==> src/sv/gam_pkg.sv <==
// ----------------------------------------------------------------------------
// gam_pkg
// Shared types and constants for the gamepad action mapper.
// ----------------------------------------------------------------------------
`default_nettype none
package gam_pkg;
    localparam int unsigned BindW  = 55;
    localparam int unsigned AxisW  = 16;
    localparam int unsigned TimeW  = 32;
    localparam int unsigned NearZeroMax = 163;

    localparam logic [2:0] ACT_TOGGLE_TC = 3'd0;
    localparam logic [2:0] ACT_THROTTLE  = 3'd4;

    // decision of one lane for one binding
    typedef struct packed {
        logic       fire;
        logic [2:0] mtype;
        logic [7:0] level;
        logic       upd_time;
        logic       upd_value;
        logic       value_zero;
    } lane_res_t;

    // merged result message
    typedef struct packed {
        logic [2:0] mtype;
        logic [7:0] level;
        logic [2:0] index;
    } msg_t;
endpackage
`default_nettype wire

==> src/sv/gam_lane.sv <==
// ----------------------------------------------------------------------------
// gam_lane
// Evaluates one binding against the registered snapshot.
// ----------------------------------------------------------------------------
`default_nettype none
module gam_lane #(
    parameter int unsigned NUM_BUTTONS = 16,
    parameter int unsigned NUM_AXES    = 6
) (
    input  wire logic [gam_pkg::BindW-1:0]            binding,
    input  wire logic [15:0]                          cur_buttons,
    input  wire logic [15:0]                          prev_buttons,
    input  wire logic signed [gam_pkg::AxisW-1:0]     cur_axis,
    input  wire logic signed [gam_pkg::AxisW-1:0]     prev_axis,
    input  wire logic signed [gam_pkg::AxisW-1:0]     last_value,
    input  wire logic [gam_pkg::TimeW-1:0]            last_time,
    input  wire logic                                 sent,
    input  wire logic [gam_pkg::TimeW-1:0]            now_ms,
    output gam_pkg::lane_res_t                        res
);
    import gam_pkg::*;

    logic        en, is_axis, ivl_ok, pb, cb, pa, ca, near0;
    logic [3:0]  idx;
    logic [2:0]  act, mtype;
    logic [16:0] thr, dthr, acur, aprev, delta;
    logic [15:0] ivl;
    logic [31:0] elapsed;
    logic signed [17:0] diff;
    logic [24:0] prod;
    logic [7:0]  lvl;

    // field decode
    always_comb begin
        en      = binding[0];
        is_axis = binding[1];
        idx     = binding[5:2];
        act     = binding[8:6];
        thr     = {2'b00, binding[23:9]};
        dthr    = {2'b00, binding[38:24]};
        ivl     = binding[54:39];
        mtype   = (act <= ACT_THROTTLE) ? act : ACT_TOGGLE_TC;
    end

    // magnitudes, interval and mapped level
    always_comb begin
        elapsed = now_ms - last_time;
        ivl_ok  = !sent || (elapsed >= {16'd0, ivl});
        pb      = prev_buttons[idx];
        cb      = cur_buttons[idx];
        acur    = cur_axis[15] ? 17'(-{cur_axis[15], cur_axis}) : {1'b0, cur_axis};
        aprev   = prev_axis[15] ? 17'(-{prev_axis[15], prev_axis}) : {1'b0, prev_axis};
        pa      = aprev >= thr;
        ca      = acur >= thr;
        diff    = 18'(cur_axis) - 18'(last_value);
        delta   = diff[17] ? 17'(-diff) : diff[16:0];
        near0   = cur_axis <= $signed(16'(NearZeroMax));
        prod    = {10'd0, cur_axis[14:0]} * 25'd255 + 25'd8192;
        if (cur_axis <= 0)            lvl = 8'd0;
        else if (cur_axis >= 16384)   lvl = 8'd255;
        else                          lvl = prod[21:14];
    end

    // binding decision
    always_comb begin
        res = '0;
        if (en) begin
            if (!is_axis) begin
                if (idx < NUM_BUTTONS && pb != cb) begin
                    if (act != ACT_THROTTLE) begin
                        res.fire  = cb;
                        res.mtype = mtype;
                    end else begin
                        res.fire  = 1'b1;
                        res.mtype = ACT_THROTTLE;
                        res.level = cb ? 8'd255 : 8'd0;
                    end
                end
            end else if (idx < NUM_AXES) begin
                if (act != ACT_THROTTLE) begin
                    if (!pa && ca && ivl_ok) begin
                        res.fire     = 1'b1;
                        res.mtype    = mtype;
                        res.upd_time = 1'b1;
                    end
                end else if (near0 && last_value > 0) begin
                    res.fire       = 1'b1;
                    res.mtype      = ACT_THROTTLE;
                    res.upd_time   = 1'b1;
                    res.upd_value  = 1'b1;
                    res.value_zero = 1'b1;
                end else if (delta >= dthr && ivl_ok) begin
                    res.fire      = 1'b1;
                    res.mtype     = ACT_THROTTLE;
                    res.level     = lvl;
                    res.upd_time  = 1'b1;
                    res.upd_value = 1'b1;
                end
            end
        end
    end
endmodule
`default_nettype wire

==> config.mk <==
export PLATFORM = sky130hd
export DESIGN_NAME = gam_lane
export DESIGN_NICKNAME = d
export VERILOG_FILES = /design/src/sv/gam_pkg.sv /design/src/sv/gam_lane.sv
export SDC_FILE = /design/constraint.sdc
export NUM_CORES = 1
export LEC_CHECK = 0
export ABC_AREA = 1
export BUFFER_PORTS_ARGS = -buffer_cell sky130_fd_sc_hd__buf_2
export CAP_MARGIN = 10
export CORE_MARGIN = 3
export CORE_UTILIZATION = 54
export DETAILED_ROUTE_END_ITERATION = 8
export GPL_TIMING_DRIVEN = 0
export PLACE_DENSITY = 0.79
export SLEW_MARGIN = 20
export SYNTH_ARGS = -nofsm -noshare
export SYNTH_HDL_FRONTEND = slang
export SYNTH_SLANG_ARGS = --single-unit
==> constraint.sdc <==
create_clock -name vclk -period 9.5
set_clock_uncertainty 0.05 [all_clocks]
set_input_delay 0.95 -clock vclk [all_inputs]
set_output_delay 0.95 -clock vclk [all_outputs]
set_load 0.01 [all_outputs]
==> results.txt, run 1 <==
DR iter-0 viols - 568
Worst-margin pin slew - 0.730 ns
CP Class - input port to output port
Vias in the first global route - 10200
Initial antenna violation count - 1
Port Buffers - 214
Final min period - 6.53 ns
First-pass GRT wire length - 45500 um
Max Cap Viol - 0
Post-synth top area cell - ha_1
Full die area - 20000 um2
Commonest non-fill, non-tap cell in the layout - nand2_1
Mean Syn Cell Area - 6.13 um2
Detail Route Antenna Nets - 0
Status - finished clean
Gpl congestion - 0.990
Area contributors post-synth - ha_1 (22%), nand2_1 (15%), inv_1 (15%)
Min-delay worst type - input port to output port
DR WL met3 - 1810 um
Yosys warns - 0
Setup Fix Bufs, Post-CTS - 0
Lkg Pwr - 6.84 nW
Final WL - 26800 um
Pre-Repair DR Iteration Count - 5
Hold path depth - 4
Fmax - 153 MHz
Crit. End Element - output port
HPWL Detailed - 24400 um
Hold WS - 2.23 ns
Most frequent cells in the layout - nand2_1 (390), inv_1 (385), buf_2 (217), ha_1 (176), nor2_1 (122)
Type of origin of the critical path - input port
Via count - 10700
Post-Synthesis Cells - 1620
Power Total - 1.47 mW
Number of distinct library cells after synthesis - 49
Pins Over Slew Limit - 0
RSZ-0062 raised after global routing - false
Maximum fanout count along the critical path - 8
Top Metal Used - met4
Final setup fails - 0
Layout Nets - 2278
Seq cells - 0
FP Rows - 48
Sequential share of the synthesized area - 0%
Vias/cell - 5.17
Post-CTS resize count - 0
CLK BUF - 0
Die Wd - 142 um
Top-area cell type share of the netlist area - 22.2%
Final period util - 68.7%
Worst endpoint required time - 8.50 ns
Worst Path Arrival - 5.53 ns
Multi-input gate area - 8410 um2
Layout Area Growth over Synthesis - 13.7%
Synth Cell Area - 9920 um2
Syn nets - 2062
Layout cell share with drive strength beyond 1 - 15.0%
Slew Limit Headroom - 50.9%
Total length of routed met2 wires - 12400 um
Core Box Area - 17700 um2
Fill cells - 1745
Starting Density - 56.2%
DRC - 0
PwrDens - 130 nW/um2
Register area - 0 um2
Grt total ovfl - 0
Peak supply drop - 122 uV
Chip Height - 142 um
Cts hold-fix bufs - 0
Final Hold Viols - 0
Number of I/O pins - 215
Drt wl/cell - 13.0 um
Largest net degree at the start of global routing - 11
Gr usage total - 26.5%
Wl on met1 - 12200 um
Post-route setup TNS - 0 ns
[per-stage QoR]
step                worst slack (ns)  utilization, %  cell area, um2  std cells
floorplan                       3.67               -            9920       1620
finish                          2.97            63.9           11300       2060
global placement                3.06            63.9           11300       2059
CTS                             2.98            63.9           11300       2059
detailed placement              2.99            63.9           11300       2059
global route                    2.78            63.9           11300       2060
[cell usage after synthesis (3+ instances only)]
master and count:
a21oi_2 3, nor2_1 122, fa_1 66, nor3_1 18, buf_2 3, a21boi_0 5
nor3_2 3, nand2_1 390, a21o_1 3, nand3b_1 8, o22ai_1 4, a21oi_1 89
o21bai_1 11, o21ai_0 48, xor2_1 50, and2_1 3, nor2_2 10, nand3_2 6
o211ai_1 4, nand4_1 48, o31ai_1 7, a211oi_1 7, xnor2_1 13, clkbuf_1 3
nor4_1 9, inv_1 385, a31oi_1 4, nand3_1 72, o221ai_1 3, inv_2 6
nand2_2 19, ha_1 176
[critical path: stages]
cell and delay [ns]:
buf_2 0.19, fa_1 0.61, inv_1 0.08, fa_1 0.53, inv_1 0.06, fa_1 0.54
inv_1 0.06, fa_1 0.54, inv_1 0.05, ha_1 0.34, nand2_1 0.10, nor2_1 0.14
inv_1 0.08, nor4_1 0.31, nand4_1 0.19, a31o_2 0.27, nand3_1 0.09, nand4_1 0.12
a21oi_1 0.15, buf_2 0.14
[power breakdown]
group	switching (mW)	total [mW]	internal, mW	leakage [nW]
clock network	0	0.0000000141	0.0000000141	0.00000634
registers	0	0	0	0
logic	0.905	1.47	0.565	6.84
[path summary, 6_finish.rpt]
kind / slack (ns) / start / to
setup / recovery: 2.97 / cur_axis[10] / res[10]
hold / removal: 2.23 / binding[0] / res[13]
[layer usage]
| layer | vias up | track usage [%] |
|---|---|---|
| li1 | 5553 | - |
| met1 | 4715 | 36.7 |
| met2 | 357 | 46.2 |
| met3 | 33 | 2.43 |
| met4 | 0 | 3.79 |
| met5 | - | 0 |
[area by class of cell]
class	instances	share of cell area [%]
diodes	1	0.0222
plain buffers	8	0.377
inverters	391	13.0
multi-input cells	1221	74.6
well taps	225	2.50
repair buffers	214	9.50
[logic make-up after synthesis]
family,share of synthesized area (%)
compound gates,11.7
xor+xnor,5.56
buf+inv,15.2
simple gates,32.1
fa+ha+maj,35.5
Power figures use the tool's default switching activity.
==> inputs of run 2 (changes only) <==
Settings changed: ABC_AREA 1 to 0, PLACE_DENSITY 0.79 to 0.81.
Clock period 9.5 ns to 6.6 ns, I/O delays scaled along.
==> results.txt, run 2 <==
Area contributors post-synth - ha_1 (25%), fa_1 (15%), inv_1 (9.4%)
Yosys warns - 0 (unchanged)
CP Class - input port to output port
Layout Area Growth over Synthesis - 16.8%
Starting Density - 56.4% (+0.20 points)
Die Wd - 133 um (-5.9%)
Most common cell in the netlist - inv_1
Worst Path Arrival - 5.72 ns (+0.19 ns)
Layout cell share with drive strength beyond 1 - 19.6% (+4.5 points)
Chip Height - 133 um (-5.9%)
Synth Cell Area - 8730 um2 (-12%)
Post-Synthesis Cells - 1144 (-29%)
Gr usage total - 25.6% (-0.90 points)
HPWL Detailed - 20600 um (-15%)
Peak supply drop - 120 uV (-1.2%)
Maximum fanout count along the critical path - 7 (-1)
Mean Syn Cell Area - 7.63 um2 (+25%)
Worst-margin pin slew - 1.04 ns (+0.306 ns)
Hold path depth - 4 (unchanged)
Top-area cell type share of the netlist area - 25.2% (+3.0 points)
CLK BUF - 0 (unchanged)
DRC - 0 (unchanged)
Via count - 8886 (-17%)
Final setup fails - 0 (unchanged)
Final WL - 23600 um (-12%)
Finished Layout Cells - 1576 (-23%)
Fmax - 156 MHz
Port Buffers - 215 (+0.47%)
Multi-input gate area - 7920 um2 (-5.9%)
Largest net degree at the start of global routing - 11 (unchanged)
Worst Hold End - res[12]
Initial antenna violation count - 2 (+1)
Crit. End Element - output port
Layout Nets - 1808 (-21%)
Full die area - 17700 um2 (-12%)
Seq cells - 0 (unchanged)
Pins Over Slew Limit - 0 (unchanged)
Gpl congestion - 0.906 (-8.5%)
Max Cap Viol - 0 (unchanged)
Number of I/O pins - 215 (unchanged)
Synth cell count leaders - inv_1 (218), ha_1 (176), nand2_1 (81)
Lkg Pwr - 5.46 nW (-20%)
Min-delay worst type - input port to output port
Post-synth top area cell - ha_1
Hold WS - 1.58 ns (-0.645 ns)
FP Rows - 45 (-6.3%)
Status - finished clean
Most frequent cells in the layout - inv_1 (216), buf_2 (214), ha_1 (176), nand2_1 (81), a21oi_1 (70)
Final period util - 97.4%
First-pass GRT wire length - 39400 um (-13%)
Core Box Area - 15500 um2 (-12%)
Pre-Repair DR Iteration Count - 5 (unchanged)
PwrDens - 181 nW/um2 (+39%)
Sequential share of the synthesized area - 0% (unchanged)
Slew Limit Headroom - 30.3% (-21 points)
Min-delay src - binding[7]
Worst endpoint required time - 5.89 ns (-2.61 ns)
Final Hold Viols - 0 (unchanged)
Commonest non-fill, non-tap cell in the layout - inv_1
Vias/cell - 5.64 (+9.0%)
Detail Route Antenna Nets - 0 (unchanged)
Syn nets - 1586 (-23%)
Grt total ovfl - 0 (unchanged)
Type of origin of the critical path - input port
Number of distinct library cells after synthesis - 78 (+59%)
Drt wl/cell - 14.9 um (+15%)
Cts hold-fix bufs - 0 (unchanged)
Vias in the first global route - 8842 (-14%)
DR iter-0 viols - 534 (-6.0%)
Final min period - 6.43 ns
Fill cells - 1358 (-22%)
Register area - 0 um2 (unchanged)
Dpl cells - 1570 (-24%)
run 2: changes by cell type after synthesis, moves of 34 or more:
cell,change
nand4_1,-34
nand3_1,-48
inv_1,-167
nor2_1,-67
nand2_1,-309
xnor2_1,+48
run 2: metrics by stage:
| step | setup slack [ns] | total power [mW] | instance area (um2) | util (%) | setup TNS [ns] |
|---|---|---|---|---|---|
| 2_1_floorplan | 0.893 | 1.32 | 8730 | - | 0 |
| 4_1_cts | 0.0190 | 1.78 | 10100 | 65.2 | 0 |
| 3_5_place_dp | -0.148 | 1.74 | 10100 | 65.1 | -0.290 |
| 6_report | 0.172 | 1.84 | 10200 | 65.9 | 0 |
| 3_3_place_gp | -0.0464 | 1.67 | 10100 | 65.1 | -0.0499 |
| 5_1_grt | -0.0291 | 2.09 | 10200 | 65.9 | -0.0506 |
run 2: cells by family (layout without fill, tap and decap cells):
| logic type | Yosys count | in the layout | share of synthesized area [%] |
|---|---|---|---|
| AOI/OAI and AO/OA | 293 | 293 | 22.8 |
| xor gates and xnor gates | 85 | 85 | 8.53 |
| adders and majority gates | 242 | 242 | 40.3 |
| buffers and inverters | 236 | 456 | 10.2 |
| muxes | 16 | 16 | 2.51 |
| other | 0 | 1 | 0 |
| and+or+nand+nor | 272 | 272 | 15.7 |
run 2: worst max path at each step:
stage / startpoint / to / slack, ns / depth (start not counted)
after global routing: cur_axis[5] / res[9] / -0.03 / 21
after global placement: cur_axis[7] / res[10] / -0.05 / 21
after floorplan: cur_axis[5] / res[10] / 0.89 / 19
after CTS: cur_axis[5] / res[9] / 0.02 / 21
after detailed placement: cur_axis[6] / res[9] / -0.15 / 21
final: cur_axis[6] / res[9] / 0.17 / 21
run 2: report_power, final:
| group | leakage (nW) | switching, mW | total, mW | internal (mW) |
|---|---|---|---|---|
| clock network | 0.00000634 | 0 | 0.0000000203 | 0.0000000203 |
| logic | 5.46 | 1.03 | 1.84 | 0.813 |
| registers | 0 | 0 | 0 | 0 |
| total | 5.46 | 1.03 | 1.84 | 0.813 |
run 2: critical path, cell delays in order:
cell        delay (ns)
clkbuf_4          0.20
clkinvlp_4        0.15
fa_2              0.62
inv_1             0.08
fa_1              0.54
inv_1             0.06
fa_1              0.50
fa_1              0.55
inv_1             0.04
ha_1              0.30
nand3_1           0.11
a21oi_1           0.15
o21ai_1           0.13
a21oi_2           0.26
a21oi_2           0.12
a311oi_2          0.35
a31oi_2           0.19
o21bai_1          0.21
xor2_1            0.16
a2bb2oi_1         0.16
buf_2             0.17
run 2: layout make-up:
type / instances / share of cell area [%]
Timing Repair Buffer: 220 / 11.0
Inverter: 218 / 8.09
Buffer: 18 / 0.724
Antenna cell: 1 / 0.0245
Tap cell: 211 / 2.59
Multi-Input combinational cell: 908 / 77.6
run 2: timing repair:
action	in CTS	in global routing
pin swaps	1	5
setup endpoints to repair	3	12
resized for setup	4	23
gates cloned	0	0
buffers inserted	1	4
run 2: routing by layer:
| metal | GRT usage, % | part of all wire (%) |
|---|---|---|
| met4 | 3.66 | 1.4 |
| met1 | 33.0 | 42 |
| met3 | 3.36 | 6.8 |
| met5 | 0 | 0.055 |
| met2 | 46.9 | 50 |
==> inputs of run 3 (changes only) <==
Settings changed: CORE_UTILIZATION 54 to 52.
Clock period 6.6 ns to 5.5 ns, I/O delays scaled along.
==> results.txt, run 3 (synthesized netlist as in run 2, its figures left out) <==
Finished Layout Cells - 1624 (+3.0%)
Fmax - 172 MHz
Gpl congestion - 0.955 (+5.4%)
Number of I/O pins - 215 (unchanged)
Final period util - 105%
Drt wl/cell - 16.1 um (+7.9%)
Pre-Repair DR Iteration Count - 7 (+2)
Worst setup margin - -0.298 ns (-0.470 ns)
DRC - 0 (unchanged)
Max Cap Viol - 0 (unchanged)
Chip Height - 136 um (+1.8%)
Status - finished with violations
Largest net degree at the start of global routing - 11 (unchanged)
PwrDens - 240 nW/um2 (+33%)
Worst-margin pin slew - 1.03 ns (-0.0115 ns)
Port Buffers - 215 (unchanged)
Worst endpoint required time - 4.90 ns (-0.99 ns)
Failing checks - setup timing
Initial antenna violation count - 0 (-2)
Gr busiest metal - met2
Die Wd - 136 um (+1.8%)
Final setup fails - 12 (+12)
RSZ-0062 raised after global routing - true
Antenna Cells - 0 (-1)
Full die area - 18400 um2 (+3.7%)
Seq cells - 0 (unchanged)
Crit. End Element - output port
Layout Area Growth over Synthesis - 25.1%
Fill cells - 1276 (-6.0%)
Commonest non-fill, non-tap cell in the layout - buf_2
Vias/cell - 5.64 (about the same)
Routing usage on met2 - 49.8% (+2.9 points)
Register area - 0 um2 (unchanged)
Pins Over Slew Limit - 0 (unchanged)
CLK BUF - 0 (unchanged)
Type of origin of the critical path - input port
Most frequent cells in the layout - buf_2 (206), inv_1 (204), ha_1 (170), nand2_1 (80), fa_1 (63)
Peak supply drop - 261 uV (+120%)
First-pass GRT wire length - 41500 um (+5.2%)
GRT met3 Usage - 1.75% (-1.6 points)
Via count - 9160 (+3.1%)
Maximum fanout count along the critical path - 3 (-4)
Worst Path Arrival - 5.20 ns (-0.52 ns)
Starting Density - 54.0% (-2.4 points)
Lkg Pwr - 5.69 nW (+4.4%)
DR iter-0 viols - 481 (-9.9%)
Final Hold Viols - 0 (unchanged)
Grt total ovfl - 0 (unchanged)
Layout cell share with drive strength beyond 1 - 26.1% (+6.5 points)
Dpl cells - 1575 (+0.32%)
Layout Nets - 1852 (+2.4%)
FP Rows - 46 (+2.2%)
Post-route setup TNS - -3.11 ns (-3.11 ns)
Final min period - 5.80 ns
Power Total - 2.62 mW (+42%)
Gr usage total - 26.9% (+1.3 points)
Min-delay worst type - input port to output port
Detail Route Antenna Nets - 0 (unchanged)
Vias in the first global route - 9083 (+2.7%)
M1 GR Usage - 33.6% (+0.60 points)
Core Box Area - 16200 um2 (+4.5%)
Final WL - 26200 um (+11%)
Slew Limit Headroom - 30.9% (+0.68 points)
CP Class - input port to output port
HPWL Detailed - 21300 um (+3.0%)
[run 3: critical path, stage by stage]
cell	delay (ns)
buf_12	0.08
clkinvlp_4	0.13
fa_2	0.53
fa_1	0.58
inv_2	0.05
fa_1	0.51
inv_2	0.04
fa_1	0.52
inv_2	0.05
ha_4	0.21
a21o_1	0.19
a211oi_2	0.30
a21oi_4	0.12
a21oi_2	0.20
a311oi_2	0.16
a31oi_2	0.26
o21ai_1	0.10
xnor2_1	0.23
a2bb2oi_2	0.21
buf_2	0.17
[run 3: area by class of cell]
class	instances	area, um2	share of cell area, %
buffer	18	76.3	0.699
inverter	218	842	7.71
multi-input combinational	908	8190	75.0
tap	216	270	2.47
timing repair buffer	264	1550	14.1
[run 3: worst paths after layout]
check | cells after the start | from | slack (ns) | to
worst max-delay path | 20 | cur_axis[1] | -0.30 | res[10]
worst min-delay path | 4 | binding[7] | 1.36 | res[12]
[run 3: repair_timing]
item                       CTS  global route
setup endpoints to repair   12            12
pin swaps                   34            26
setup buffers               27            22
resized for setup           76            51
hold buffers                 0             0
[run 3: per-stage QoR]
stage	hold WS (ns)	util, %	area [um2]	setup WS, ns
after floorplan	1.14	-	8730	0.0125
after global placement	1.36	62.3	10100	-1.03
after detailed placement	1.36	62.3	10100	-1.08
after CTS	1.36	65.3	10600	-0.297
after global routing	1.38	67.6	10900	-0.479
final	1.36	67.6	10900	-0.298
[run 3: report_power, final]
group	switching [mW]	internal [mW]
logic	1.42	1.21
registers	0	0
clock network	0	0
total	1.42	1.21
[run 3: routing by layer]
| layer | part of all wire (%) | vias up |
|---|---|---|
| met1 | 41 | 4263 |
| met5 | 0 | - |
| met4 | 3.3 | 0 |
| li1 | - | 4509 |
| met3 | 5.3 | 73 |
| met2 | 50 | 315 |
